==> config.mk <==
export PLATFORM = sky130hd
export DESIGN_NAME = build_script_tokenizer
export DESIGN_NICKNAME = d
export VERILOG_FILES = /design/src/rtl/core/bst_pkg.sv /design/src/rtl/core/bst_lexer.sv /design/src/rtl/core/bst_fifo.sv /design/src/rtl/core/build_script_tokenizer.sv
export SDC_FILE = /design/constraint.sdc
export NUM_CORES = 2
export LEC_CHECK = 0
export ABC_AREA = 1
export BUFFER_PORTS_ARGS = -buffer_cell sky130_fd_sc_hd__buf_2
export CORE_MARGIN = 2
export CORE_UTILIZATION = 45
export DETAILED_ROUTE_END_ITERATION = 7
export PLACE_DENSITY = 0.66
export REMOVE_ABC_BUFFERS = 1
export SLEW_MARGIN = 30
export SYNTH_ARGS = -nofsm -noshare
export SYNTH_HDL_FRONTEND = slang
export SYNTH_SLANG_ARGS = --single-unit
==> constraint.sdc <==
create_clock -name i_clk -period 12.62 [get_ports i_clk]
set_clock_uncertainty 0.1 [all_clocks]
set_input_delay 3.155 -clock i_clk [delete_from_list [all_inputs] [get_ports i_clk]]
set_output_delay 3.155 -clock i_clk [all_outputs]
set_load 0.005 [all_outputs]
==> src/rtl/core/bst_pkg.sv <==
// ----------------------------------------------------------------------------
// bst_pkg
// Shared types, character codes, token kinds and lookup functions for the
// build script tokenizer.
// ----------------------------------------------------------------------------
package bst_pkg;

    localparam int unsigned LEN_W  = 16;
    localparam int unsigned LINE_W = 24;
    localparam int unsigned POS_W  = 32;
    localparam int unsigned KIND_W = 6;

    localparam logic [LEN_W-1:0]  LEN_MAX  = '1;
    localparam logic [LINE_W-1:0] LINE_MAX = '1;

    // characters
    localparam logic [7:0] CH_NL     = 8'h0A;
    localparam logic [7:0] CH_CR     = 8'h0D;
    localparam logic [7:0] CH_TAB    = 8'h09;
    localparam logic [7:0] CH_SPACE  = 8'h20;
    localparam logic [7:0] CH_QUOTE  = 8'h22;
    localparam logic [7:0] CH_HASH   = 8'h23;
    localparam logic [7:0] CH_DOLLAR = 8'h24;
    localparam logic [7:0] CH_LPAR   = 8'h28;
    localparam logic [7:0] CH_RPAR   = 8'h29;
    localparam logic [7:0] CH_STAR   = 8'h2A;
    localparam logic [7:0] CH_PLUS   = 8'h2B;
    localparam logic [7:0] CH_MINUS  = 8'h2D;
    localparam logic [7:0] CH_DOT    = 8'h2E;
    localparam logic [7:0] CH_SLASH  = 8'h2F;
    localparam logic [7:0] CH_COLON  = 8'h3A;
    localparam logic [7:0] CH_SEMI   = 8'h3B;
    localparam logic [7:0] CH_LT     = 8'h3C;
    localparam logic [7:0] CH_EQ     = 8'h3D;
    localparam logic [7:0] CH_GT     = 8'h3E;
    localparam logic [7:0] CH_AT     = 8'h40;
    localparam logic [7:0] CH_UNDER  = 8'h5F;
    localparam logic [7:0] CH_LBRACE = 8'h7B;
    localparam logic [7:0] CH_RBRACE = 8'h7D;
    localparam logic [7:0] CH_BANG   = 8'h21;

    // token kinds
    localparam logic [KIND_W-1:0] K_INVALID    = 6'd0;
    localparam logic [KIND_W-1:0] K_IDENT      = 6'd1;
    localparam logic [KIND_W-1:0] K_NUMBER     = 6'd2;
    localparam logic [KIND_W-1:0] K_STRING     = 6'd3;
    localparam logic [KIND_W-1:0] K_COMMENT    = 6'd4;
    localparam logic [KIND_W-1:0] K_NEWLINE    = 6'd5;
    localparam logic [KIND_W-1:0] K_SPACE      = 6'd6;
    localparam logic [KIND_W-1:0] K_TAB        = 6'd7;
    localparam logic [KIND_W-1:0] K_TASK_SPACE = 6'd8;
    localparam logic [KIND_W-1:0] K_TASK_TAB   = 6'd9;
    localparam logic [KIND_W-1:0] K_DOLLAR     = 6'd10;
    localparam logic [KIND_W-1:0] K_LPAR       = 6'd11;
    localparam logic [KIND_W-1:0] K_RPAR       = 6'd12;
    localparam logic [KIND_W-1:0] K_STAR       = 6'd13;
    localparam logic [KIND_W-1:0] K_DOT        = 6'd14;
    localparam logic [KIND_W-1:0] K_LBRACE     = 6'd15;
    localparam logic [KIND_W-1:0] K_RBRACE     = 6'd16;
    localparam logic [KIND_W-1:0] K_SEMI       = 6'd17;
    localparam logic [KIND_W-1:0] K_ASSIGN     = 6'd18;
    localparam logic [KIND_W-1:0] K_COLON      = 6'd19;
    localparam logic [KIND_W-1:0] K_SLASH      = 6'd20;
    localparam logic [KIND_W-1:0] K_PLUS       = 6'd21;
    localparam logic [KIND_W-1:0] K_MINUS      = 6'd22;
    localparam logic [KIND_W-1:0] K_NE         = 6'd23;
    localparam logic [KIND_W-1:0] K_EQEQ       = 6'd24;
    localparam logic [KIND_W-1:0] K_EQ         = 6'd25;
    localparam logic [KIND_W-1:0] K_AT         = 6'd26;
    localparam logic [KIND_W-1:0] K_BANG       = 6'd27;
    localparam logic [KIND_W-1:0] K_LE         = 6'd28;
    localparam logic [KIND_W-1:0] K_LT         = 6'd29;
    localparam logic [KIND_W-1:0] K_GE         = 6'd30;
    localparam logic [KIND_W-1:0] K_GT         = 6'd31;
    localparam logic [KIND_W-1:0] K_ARROW      = 6'd32;

    typedef enum logic [3:0] {
        CLS_NONE,
        CLS_SYMBOL,
        CLS_NUMBER,
        CLS_STR_OPEN,
        CLS_STR_DONE,
        CLS_COMMENT,
        CLS_NEWLINE,
        CLS_SPACE,
        CLS_TAB,
        CLS_TASK_SPACE,
        CLS_TASK_TAB,
        CLS_LIT_OPEN,
        CLS_LIT_DONE,
        CLS_INVALID
    } t_class;

    typedef struct packed {
        logic                 final_tok;
        logic [LEN_W-1:0]     column;
        logic [LINE_W-1:0]    line;
        logic [LEN_W-1:0]     length;
        logic [POS_W-1:0]     start;
        logic [KIND_W-1:0]    kind;
    } t_token;

    // up to two tokens per source byte: a closed token, then the flush
    typedef struct packed {
        logic   v0;
        logic   v1;
        t_token t0;
        t_token t1;
    } t_push;

    function automatic logic is_alpha(input logic [7:0] b);
        return (b >= 8'h61 && b <= 8'h7A) || (b >= 8'h41 && b <= 8'h5A);
    endfunction

    function automatic logic is_digit(input logic [7:0] b);
        return b >= 8'h30 && b <= 8'h39;
    endfunction

    function automatic logic is_blank(input logic [7:0] b);
        return b == CH_SPACE || b == CH_TAB;
    endfunction

    function automatic logic [KIND_W-1:0] lit1_kind(input logic [7:0] b);
        logic [KIND_W-1:0] k;
        case (b)
            CH_DOLLAR: k = K_DOLLAR;
            CH_LPAR:   k = K_LPAR;
            CH_RPAR:   k = K_RPAR;
            CH_STAR:   k = K_STAR;
            CH_DOT:    k = K_DOT;
            CH_LBRACE: k = K_LBRACE;
            CH_RBRACE: k = K_RBRACE;
            CH_SEMI:   k = K_SEMI;
            CH_COLON:  k = K_COLON;
            CH_SLASH:  k = K_SLASH;
            CH_PLUS:   k = K_PLUS;
            CH_MINUS:  k = K_MINUS;
            CH_EQ:     k = K_EQ;
            CH_AT:     k = K_AT;
            CH_BANG:   k = K_BANG;
            CH_LT:     k = K_LT;
            CH_GT:     k = K_GT;
            default:   k = K_INVALID;
        endcase
        return k;
    endfunction

    function automatic logic [KIND_W-1:0] lit2_kind(input logic [7:0] b);
        logic [KIND_W-1:0] k;
        case (b)
            CH_COLON: k = K_ASSIGN;
            CH_BANG:  k = K_NE;
            CH_EQ:    k = K_EQEQ;
            CH_LT:    k = K_LE;
            CH_GT:    k = K_GE;
            CH_MINUS: k = K_ARROW;
            default:  k = K_INVALID;
        endcase
        return k;
    endfunction

    function automatic logic [KIND_W-1:0] kind_of(input t_class cls, input logic [7:0] first,
                                                  input logic [LEN_W-1:0] len);
        logic [KIND_W-1:0] k;
        unique case (cls) inside
            CLS_SYMBOL:                 k = K_IDENT;
            CLS_NUMBER:                 k = K_NUMBER;
            CLS_STR_OPEN, CLS_STR_DONE: k = K_STRING;
            CLS_COMMENT:                k = K_COMMENT;
            CLS_NEWLINE:                k = K_NEWLINE;
            CLS_SPACE:                  k = K_SPACE;
            CLS_TAB:                    k = K_TAB;
            CLS_TASK_SPACE:             k = K_TASK_SPACE;
            CLS_TASK_TAB:               k = K_TASK_TAB;
            CLS_LIT_OPEN, CLS_LIT_DONE: k = (len >= 16'd2) ? lit2_kind(first) : lit1_kind(first);
            default:                    k = K_INVALID;
        endcase
        return k;
    endfunction

endpackage

==> src/rtl/core/bst_lexer.sv <==
// ----------------------------------------------------------------------------
// bst_lexer
// Input register plus one-step scanner: extends or closes the pending token
// and produces up to two finished tokens per byte.
// ----------------------------------------------------------------------------
module bst_lexer (
    input  logic           i_clk,
    input  logic           i_rst_n,
    input  logic           i_accept,
    input  logic [7:0]     i_byte,
    input  logic           i_eot,
    output logic           o_busy,
    output bst_pkg::t_push o_push
);

    logic                         r_in_valid;
    logic [7:0]                   r_byte;
    logic                         r_eot;

    bst_pkg::t_class              r_cls,      n_cls;
    logic [7:0]                   r_first,    n_first;
    logic [bst_pkg::POS_W-1:0]    r_start,    n_start;
    logic [bst_pkg::LEN_W-1:0]    r_len,      n_len;
    logic [bst_pkg::LINE_W-1:0]   r_line,     n_line;
    logic [bst_pkg::LEN_W-1:0]    r_col,      n_col;
    logic                         r_dot,      n_dot;
    logic [bst_pkg::POS_W-1:0]    r_pos,      n_pos;
    logic [bst_pkg::LINE_W-1:0]   r_cur_line, n_cur_line;
    logic [bst_pkg::POS_W-1:0]    r_line_st,  n_line_st;
    logic                         r_prev_nl,  n_prev_nl;

    logic                         w_ext;
    logic [bst_pkg::POS_W-1:0]    w_col_full;

    always_ff @(posedge i_clk) begin
        if (!i_rst_n) begin
            r_in_valid <= 1'b0;
        end else begin
            r_in_valid <= i_accept;
        end
        if (i_accept) begin
            r_byte <= i_byte;
            r_eot  <= i_eot;
        end
    end

    always_ff @(posedge i_clk) begin
        if (!i_rst_n) begin
            r_cls      <= bst_pkg::CLS_NONE;
            r_first    <= '0;
            r_start    <= '0;
            r_len      <= '0;
            r_line     <= bst_pkg::LINE_W'(1);
            r_col      <= '0;
            r_dot      <= 1'b0;
            r_pos      <= '0;
            r_cur_line <= bst_pkg::LINE_W'(1);
            r_line_st  <= '0;
            r_prev_nl  <= 1'b0;
        end else if (r_in_valid) begin
            r_cls      <= n_cls;
            r_first    <= n_first;
            r_start    <= n_start;
            r_len      <= n_len;
            r_line     <= n_line;
            r_col      <= n_col;
            r_dot      <= n_dot;
            r_pos      <= n_pos;
            r_cur_line <= n_cur_line;
            r_line_st  <= n_line_st;
            r_prev_nl  <= n_prev_nl;
        end
    end

    assign w_col_full = r_pos - r_line_st;

    always_comb begin
        n_cls      = r_cls;
        n_first    = r_first;
        n_start    = r_start;
        n_len      = r_len;
        n_line     = r_line;
        n_col      = r_col;
        n_dot      = r_dot;
        n_pos      = r_pos + 1'b1;
        n_cur_line = r_cur_line;
        n_line_st  = r_line_st;
        n_prev_nl  = (r_byte == bst_pkg::CH_NL);
        w_ext      = 1'b0;
        o_push     = '0;

        // can the byte extend the pending token
        case (r_cls)
            bst_pkg::CLS_SYMBOL: begin
                w_ext = bst_pkg::is_alpha(r_byte) || bst_pkg::is_digit(r_byte) ||
                        r_byte == bst_pkg::CH_UNDER;
            end
            bst_pkg::CLS_NUMBER: begin
                if (r_byte == bst_pkg::CH_DOT && !r_dot) begin
                    w_ext = 1'b1;
                    n_dot = 1'b1;
                end else begin
                    w_ext = bst_pkg::is_digit(r_byte);
                end
            end
            bst_pkg::CLS_STR_OPEN: begin
                w_ext = 1'b1;
                if (r_byte == bst_pkg::CH_QUOTE || r_byte == bst_pkg::CH_NL) begin
                    n_cls = bst_pkg::CLS_STR_DONE;
                end
            end
            bst_pkg::CLS_COMMENT: begin
                w_ext = (r_byte != bst_pkg::CH_NL);
            end
            bst_pkg::CLS_SPACE, bst_pkg::CLS_TAB,
            bst_pkg::CLS_TASK_SPACE, bst_pkg::CLS_TASK_TAB: begin
                w_ext = bst_pkg::is_blank(r_byte);
            end
            bst_pkg::CLS_LIT_OPEN: begin
                w_ext = (r_byte == ((r_first == bst_pkg::CH_MINUS) ? bst_pkg::CH_GT
                                                                   : bst_pkg::CH_EQ));
                if (w_ext) begin
                    n_cls = bst_pkg::CLS_LIT_DONE;
                end
            end
            default: begin
                w_ext = 1'b0;
            end
        endcase

        if (w_ext) begin
            if (r_len != bst_pkg::LEN_MAX) begin
                n_len = r_len + 1'b1;
            end
        end else begin
            // close the pending token and open a new one at this byte
            o_push.v0           = (r_cls != bst_pkg::CLS_NONE);
            o_push.t0.kind      = bst_pkg::kind_of(r_cls, r_first, r_len);
            o_push.t0.start     = r_start;
            o_push.t0.length    = r_len;
            o_push.t0.line      = r_line;
            o_push.t0.column    = r_col;
            o_push.t0.final_tok = 1'b0;

            n_start = r_pos;
            n_line  = r_cur_line;
            n_col   = (w_col_full[bst_pkg::POS_W-1:bst_pkg::LEN_W] != '0) ?
                      bst_pkg::LEN_MAX : w_col_full[bst_pkg::LEN_W-1:0];
            n_len   = bst_pkg::LEN_W'(1);
            n_first = r_byte;
            n_dot   = 1'b0;
            if (r_byte == bst_pkg::CH_NL || r_byte == bst_pkg::CH_CR) begin
                n_cls = bst_pkg::CLS_NEWLINE;
            end else if (bst_pkg::is_blank(r_byte)) begin
                if (r_prev_nl) begin
                    n_cls = (r_byte == bst_pkg::CH_TAB) ? bst_pkg::CLS_TASK_TAB
                                                        : bst_pkg::CLS_TASK_SPACE;
                end else begin
                    n_cls = (r_byte == bst_pkg::CH_TAB) ? bst_pkg::CLS_TAB
                                                        : bst_pkg::CLS_SPACE;
                end
            end else if (bst_pkg::is_alpha(r_byte) || r_byte == bst_pkg::CH_UNDER) begin
                n_cls = bst_pkg::CLS_SYMBOL;
            end else if (r_byte == bst_pkg::CH_QUOTE) begin
                n_cls = bst_pkg::CLS_STR_OPEN;
            end else if (bst_pkg::is_digit(r_byte)) begin
                n_cls = bst_pkg::CLS_NUMBER;
            end else if (bst_pkg::lit2_kind(r_byte) != bst_pkg::K_INVALID) begin
                n_cls = bst_pkg::CLS_LIT_OPEN;
            end else if (bst_pkg::lit1_kind(r_byte) != bst_pkg::K_INVALID) begin
                n_cls = bst_pkg::CLS_LIT_DONE;
            end else if (r_byte == bst_pkg::CH_HASH) begin
                n_cls = bst_pkg::CLS_COMMENT;
            end else begin
                n_cls = bst_pkg::CLS_INVALID;
            end
        end

        // only LF moves the line counters
        if (r_byte == bst_pkg::CH_NL) begin
            if (r_cur_line != bst_pkg::LINE_MAX) begin
                n_cur_line = r_cur_line + 1'b1;
            end
            n_line_st = r_pos + 1'b1;
        end

        // end of text: flush the (updated) pending token, then restart
        if (r_eot) begin
            o_push.v1           = 1'b1;
            o_push.t1.kind      = bst_pkg::kind_of(n_cls, n_first, n_len);
            o_push.t1.start     = n_start;
            o_push.t1.length    = n_len;
            o_push.t1.line      = n_line;
            o_push.t1.column    = n_col;
            o_push.t1.final_tok = 1'b1;

            n_cls      = bst_pkg::CLS_NONE;
            n_first    = '0;
            n_start    = '0;
            n_len      = '0;
            n_line     = bst_pkg::LINE_W'(1);
            n_col      = '0;
            n_dot      = 1'b0;
            n_pos      = '0;
            n_cur_line = bst_pkg::LINE_W'(1);
            n_line_st  = '0;
            n_prev_nl  = 1'b0;
        end

        if (!r_in_valid) begin
            o_push.v0 = 1'b0;
            o_push.v1 = 1'b0;
        end
    end

    assign o_busy = r_in_valid;

endmodule

==> src/rtl/core/bst_fifo.sv <==
// ----------------------------------------------------------------------------
// bst_fifo
// Token output queue: takes zero, one or two tokens per cycle, hands out one while i_ready is high.
// ----------------------------------------------------------------------------
module bst_fifo #(
    parameter int unsigned DEPTH = 8
) (
    input  logic                       i_clk,
    input  logic                       i_rst_n,
    input  bst_pkg::t_push             i_push,
    output logic                       o_valid,
    input  logic                       i_ready,
    output bst_pkg::t_token            o_token,
    output logic [$clog2(DEPTH+1)-1:0] o_level
);

    localparam int unsigned AW = $clog2(DEPTH);
    localparam int unsigned CW = $clog2(DEPTH+1);

    bst_pkg::t_token r_mem [DEPTH];
    logic [AW-1:0]   r_head, n_head;
    logic [AW-1:0]   r_tail, n_tail;
    logic [CW-1:0]   r_count, n_count;

    logic            w_pop;
    logic            w_wa, w_wb;
    bst_pkg::t_token w_da;
    logic [AW-1:0]   w_tail_1;

    function automatic logic [AW-1:0] ptr_inc(input logic [AW-1:0] p);
        return (p == AW'(DEPTH-1)) ? '0 : p + 1'b1;
    endfunction

    // compact the pair so a lone flush lands at the tail
    assign w_wa     = i_push.v0 | i_push.v1;
    assign w_wb     = i_push.v0 & i_push.v1;
    assign w_da     = i_push.v0 ? i_push.t0 : i_push.t1;
    assign w_tail_1 = ptr_inc(r_tail);
    assign w_pop    = (r_count != '0) && i_ready;

    always_comb begin
        n_head  = w_pop ? ptr_inc(r_head) : r_head;
        n_tail  = r_tail;
        if (w_wb) begin
            n_tail = ptr_inc(w_tail_1);
        end else if (w_wa) begin
            n_tail = w_tail_1;
        end
        n_count = r_count + CW'(w_wa) + CW'(w_wb) - CW'(w_pop);
    end

    always_ff @(posedge i_clk) begin
        if (!i_rst_n) begin
            r_head  <= '0;
            r_tail  <= '0;
            r_count <= '0;
        end else begin
            r_head  <= n_head;
            r_tail  <= n_tail;
            r_count <= n_count;
        end
    end

    always_ff @(posedge i_clk) begin
        if (w_wa) begin
            r_mem[r_tail] <= w_da;
        end
        if (w_wb) begin
            r_mem[w_tail_1] <= i_push.t1;
        end
    end

    assign o_valid = (r_count != '0);
    assign o_token = r_mem[r_head];
    assign o_level = r_count;

endmodule

==> src/rtl/core/build_script_tokenizer.sv <==
// ----------------------------------------------------------------------------
// build_script_tokenizer
// Streaming tokenizer for a build script language, one source byte per item.
// ----------------------------------------------------------------------------
// Slave channel: one source byte per item; s_axis_tlast marks the final byte
//   of a text. Master channel: one token per item; m_axis_tlast is set on the
//   token flushed by the final byte.
// A byte closes the pending token (one result) and, as the final byte, also
//   flushes the token it leaves, so a byte gives zero, one or two tokens.
//   After the final byte all counters return to their reset values.
// Timing: one byte per cycle while s_axis_tready is high. A token reaches the
//   master side through the input register and the output queue.
//   The queue drains one token per cycle while m_axis_tready is high.
// Reset (i_rst_n low, synchronous): queue emptied, no token pending, line 1.
// Receiver stall: tokens wait in the queue. The slave side keeps room for two
//   tokens per byte in flight: tready drops once the queue holds more than
//   FIFO_DEPTH-4 tokens while a byte sits in the input register, or more than
//   FIFO_DEPTH-2 tokens while the input register is empty.
// ----------------------------------------------------------------------------
module build_script_tokenizer #(
    parameter int unsigned FIFO_DEPTH = 8   // output queue entries, >= 4
) (
    input  logic        i_clk,
    input  logic        i_rst_n,

    input  logic        s_axis_tvalid,
    output logic        s_axis_tready,
    input  logic [7:0]  s_axis_tdata,   // [7:0] source_byte
    input  logic        s_axis_tlast,   // end_of_text

    output logic        m_axis_tvalid,
    input  logic        m_axis_tready,
    output logic [95:0] m_axis_tdata,   // [5:0] token_kind, [37:6] start_offset,
                                        // [53:38] token_length, [77:54] line_number,
                                        // [93:78] column_number, [95:94] zero
    output logic        m_axis_tlast    // final_token
);

    localparam int unsigned CW = $clog2(FIFO_DEPTH+1);

    logic                w_accept;
    logic                w_busy;
    bst_pkg::t_push      w_push;
    bst_pkg::t_token     w_tok;
    logic [CW-1:0]       w_level;
    logic [CW:0]         w_need;

    // room for the byte in flight and the one offered now
    assign w_need        = {1'b0, w_level} + (w_busy ? (CW+1)'(4) : (CW+1)'(2));
    assign s_axis_tready = (w_need <= (CW+1)'(FIFO_DEPTH));
    assign w_accept      = s_axis_tvalid & s_axis_tready;

    bst_lexer u_lexer (
        .i_clk    (i_clk),
        .i_rst_n  (i_rst_n),
        .i_accept (w_accept),
        .i_byte   (s_axis_tdata),
        .i_eot    (s_axis_tlast),
        .o_busy   (w_busy),
        .o_push   (w_push)
    );

    bst_fifo #(
        .DEPTH (FIFO_DEPTH)
    ) u_fifo (
        .i_clk   (i_clk),
        .i_rst_n (i_rst_n),
        .i_push  (w_push),
        .o_valid (m_axis_tvalid),
        .i_ready (m_axis_tready),
        .o_token (w_tok),
        .o_level (w_level)
    );

    assign m_axis_tdata = {2'b00, w_tok.column, w_tok.line, w_tok.length,
                           w_tok.start, w_tok.kind};
    assign m_axis_tlast = w_tok.final_tok;

endmodule

==> results.yml <==
sta:
  tightestPinTransition_ns: 1.07
  timing_hold_violations_final: 0
  grt_setup_unrepaired: "false"
  finalHoldWorstSlack_ns: 0.371
  final_count_of_pins_violating_max_slew: 0
  min_period_ns: 7.80
  final.setup.worst_slack_ns: 4.82
  fmax_mhz: 128
  final-setup-viol-count: 0
  timing.final.crit_share_pct: 61.8
  timing.max_slew.rel_slack_pct: 28.9
  fin_tns_setup_ns: 0
critical_path:
  crit_path_start_kind: "flop"
  worst-setup-path-type: "reg2out"
  endpoint_arrival_time_on_the_critical_path_ns: 4.54
  required_ns: 9.36
  worst_setup_path_end_kind: "primary output"
  top_fanout_value_on_the_critical_path: 75
clocking:
  cts_tree: "yes"
  cts_hold_buffers: 0
  path_clk_slew_ns: 0.06
  tritoncts_num_sinks: 973
  cts_root_buffer: "sky130_fd_sc_hd__clkbuf_16"
  cts.htree.levels: 3
  worst_skew_pair.late_latency_ns: 0.72
  number_of_clock_buffers_inserted_by_tritoncts: 107
  post_cts_resize_count: 0
  clockBufferDepth: 3
  postCtsSetupBuffers: 0
detailed_routing:
  routed-via-count: 45300
  detail_routed_via_count_per_cell: 5.85
  drt_iter0_markers: 5240
  drtPass1Iterations: 6
  antenna_left: 0
  post-route-drc-count: 0
  wl_per_cell_um: 21.1
  finalWirelength_um: 163000
place:
  place.gp.congestion: 0.933
  placed_cells: 7533
  dpl_cell_area_um2: 53000
  detailedPlace.worstSlack_ns: 5.33
  dpl.hpwl_um: 93700
  io_buffer_count: 109
floorplan:
  floorplan.initialDensity_pct: 45.5
  floorplan.io_pins: 112
  core_region_area_um2: 113000
  rows: 123
  floorplan.die_area_um2: 117000
  die_h_um: 342
  horiz_die_dim_um: 342
final_layout:
  finish.instance_area_um2: 56500
  flow.area_growth_from_synthesis_pct: 10.1
  number_of_nets_in_the_final_layout: 6209
  layout_fillers: 10500
  stdcell_count: 7734
  antenna_cells_inserted: 0
  utilization_pct: 50.1
  share_of_final_layout_standard_cells_stronger_than_drive_strength_1_pct: 7.09
synth:
  ys.warnings.count: 0
  flip_flop_and_latch_count_after_synthesis: 973
  netlist.top_cell.by_area: "sky130_fd_sc_hd__edfxtp_1"
  syn_avg_cell_area_um2: 8.20
  synthCells: 6263
  post_synth_main_area_contributors: "sky130_fd_sc_hd__edfxtp_1, sky130_fd_sc_hd__nand2_1, sky130_fd_sc_hd__o21ai_0"
  yosys.area.top_type_share_pct: 45.0
  synth_cell_types: 59
  synth_seq_area_share_pct: 52.9
  synth_edf_count: 769
  synth_commonest_cells: "sky130_fd_sc_hd__nand2_1, sky130_fd_sc_hd__nor2_1, sky130_fd_sc_hd__o21ai_0"
  async_reset_ff_share_pct: 0
  synth-main-ff-cell: "sky130_fd_sc_hd__edfxtp_1"
  synth.cell_area_um2: 51300
  most_frequent_cell_after_synthesis: "sky130_fd_sc_hd__nand2_1"
power_and_ir_drop:
  power.density_nw_per_um2: 182
  leak_pwr_nw: 20.4
  power.total_mw: 10.3
  max-vdd-ir-drop_v: 0.000110
outcome:
  run_status: "finished clean"
flow_run:
  drv.max_cap_violation_count: 0
grt:
  globalRoute.totalOverflow: 0
  grt_pass1_vias: 41900
  grt_pass1_wl_um: 248000
  grt_start_max_net_pins: 164
  track_usage_pct: 27.2
  antenna_violations_before_repair: 2
min_path:
  min_path_type: "reg2reg"
-- routing by layer --
layer | share of wire [%] | wire length, um | track usage [%]
met1 | 41 | 67200 | 37.1
met2 | 46 | 75300 | 44.7
met3 | 9.3 | 15200 | 4.18
met4 | 3.2 | 5160 | 8.64
met5 | 0.0080 | 13 | 0
-- registers in the layout, indices dropped and copies added (netlist names), named ones only --
signal / flops
u_fifo.o_level: 4
u_fifo.r_head: 3
u_fifo.r_mem: 760
u_fifo.r_tail: 3
u_lexer.o_busy: 1
u_lexer.r_byte: 8
u_lexer.r_cls: 4
u_lexer.r_col: 16
u_lexer.r_cur_line: 24
u_lexer.r_dot: 1
u_lexer.r_eot: 1
u_lexer.r_first: 8
u_lexer.r_len: 16
u_lexer.r_line: 24
u_lexer.r_line_st: 32
u_lexer.r_pos: 32
u_lexer.r_prev_nl: 1
u_lexer.r_start: 32
-- cell type report --
cell class / instances / area (um2) / share of cell area [%]
clock buffers: 156 / 3060 / 5.41
clock inverters: 45 / 459 / 0.812
inverters: 325 / 1260 / 2.23
multi-input cells: 4552 / 21500 / 38.0
flip-flops and latches: 973 / 27200 / 48.1
well taps: 1500 / 1880 / 3.32
repair buffers: 183 / 1180 / 2.10
-- placed cells by master, fill, tap and decap left out, types with 12 or more instances in the layout --
cell type and count:
sky130_fd_sc_hd__inv_1 304, sky130_fd_sc_hd__dfxtp_1 201, sky130_fd_sc_hd__o21ai_0 957, sky130_fd_sc_hd__buf_2 109
sky130_fd_sc_hd__nand4_1 134, sky130_fd_sc_hd__a21oi_1 256, sky130_fd_sc_hd__clkinv_2 17, sky130_fd_sc_hd__inv_4 12
sky130_fd_sc_hd__edfxtp_1 769, sky130_fd_sc_hd__clkbuf_1 33, sky130_fd_sc_hd__o22ai_1 148, sky130_fd_sc_hd__ha_1 50
sky130_fd_sc_hd__nand2_1 1381, sky130_fd_sc_hd__a31oi_1 104, sky130_fd_sc_hd__nor3_1 52, sky130_fd_sc_hd__clkbuf_16 110
sky130_fd_sc_hd__clkbuf_8 13, sky130_fd_sc_hd__nand3_1 171, sky130_fd_sc_hd__o21ai_2 28, sky130_fd_sc_hd__xor2_1 20
sky130_fd_sc_hd__nor2_1 985, sky130_fd_sc_hd__xnor2_1 13, sky130_fd_sc_hd__buf_4 61, sky130_fd_sc_hd__o21ai_1 114
sky130_fd_sc_hd__nor4_1 14, sky130_fd_sc_hd__clkinv_1 12
-- power breakdown --
part	internal (mW)	leakage [nW]	switching [mW]
Sequential	3.73	9.05	0.135
Clock	1.81	1.71	1.33
Combinational	1.00	9.69	2.30
-- path summary, 6_finish.rpt --
kind / startpoint / endpoint / slack (ns) / cells after the start
setup / recovery: flop / m_axis_tdata[83] / 4.82 / 8
hold reg to reg: u_lexer.r_line_st[0]$_SDFFE_PN0P_ / u_lexer.r_line_st[0]$_SDFFE_PN0P_ / 0.37 / 2
hold / removal: u_lexer.r_line_st[0]$_SDFFE_PN0P_ / u_lexer.r_line_st[0]$_SDFFE_PN0P_ / 0.37 / 2
setup reg to reg: u_lexer.r_byte[3]$_DFFE_PP_ / u_fifo.r_mem[0][89]$_DFFE_PP_ / 5.29 / 19
-- critical path, cell delays in order, from the launching register on --
cell and delay, ns:
sky130_fd_sc_hd__dfxtp_4 0.54, sky130_fd_sc_hd__inv_6 0.60, sky130_fd_sc_hd__buf_4 0.84, sky130_fd_sc_hd__buf_4 0.70, sky130_fd_sc_hd__o21ai_0 0.19, sky130_fd_sc_hd__o22ai_1 0.15
sky130_fd_sc_hd__nor2_1 0.06, sky130_fd_sc_hd__a31oi_1 0.45, sky130_fd_sc_hd__buf_2 0.21
-- logic make-up after synthesis --
family	share of synthesized area, %
xor gates and xnor gates	0.563
AOI/OAI and AO/OA	17.7
DFF	52.9
and+or+nand+nor	21.9
buffers and inverters	5.52
other	0.00730
adders and majority gates	1.37
No activity file was read; power rests on OpenSTA's default activity.
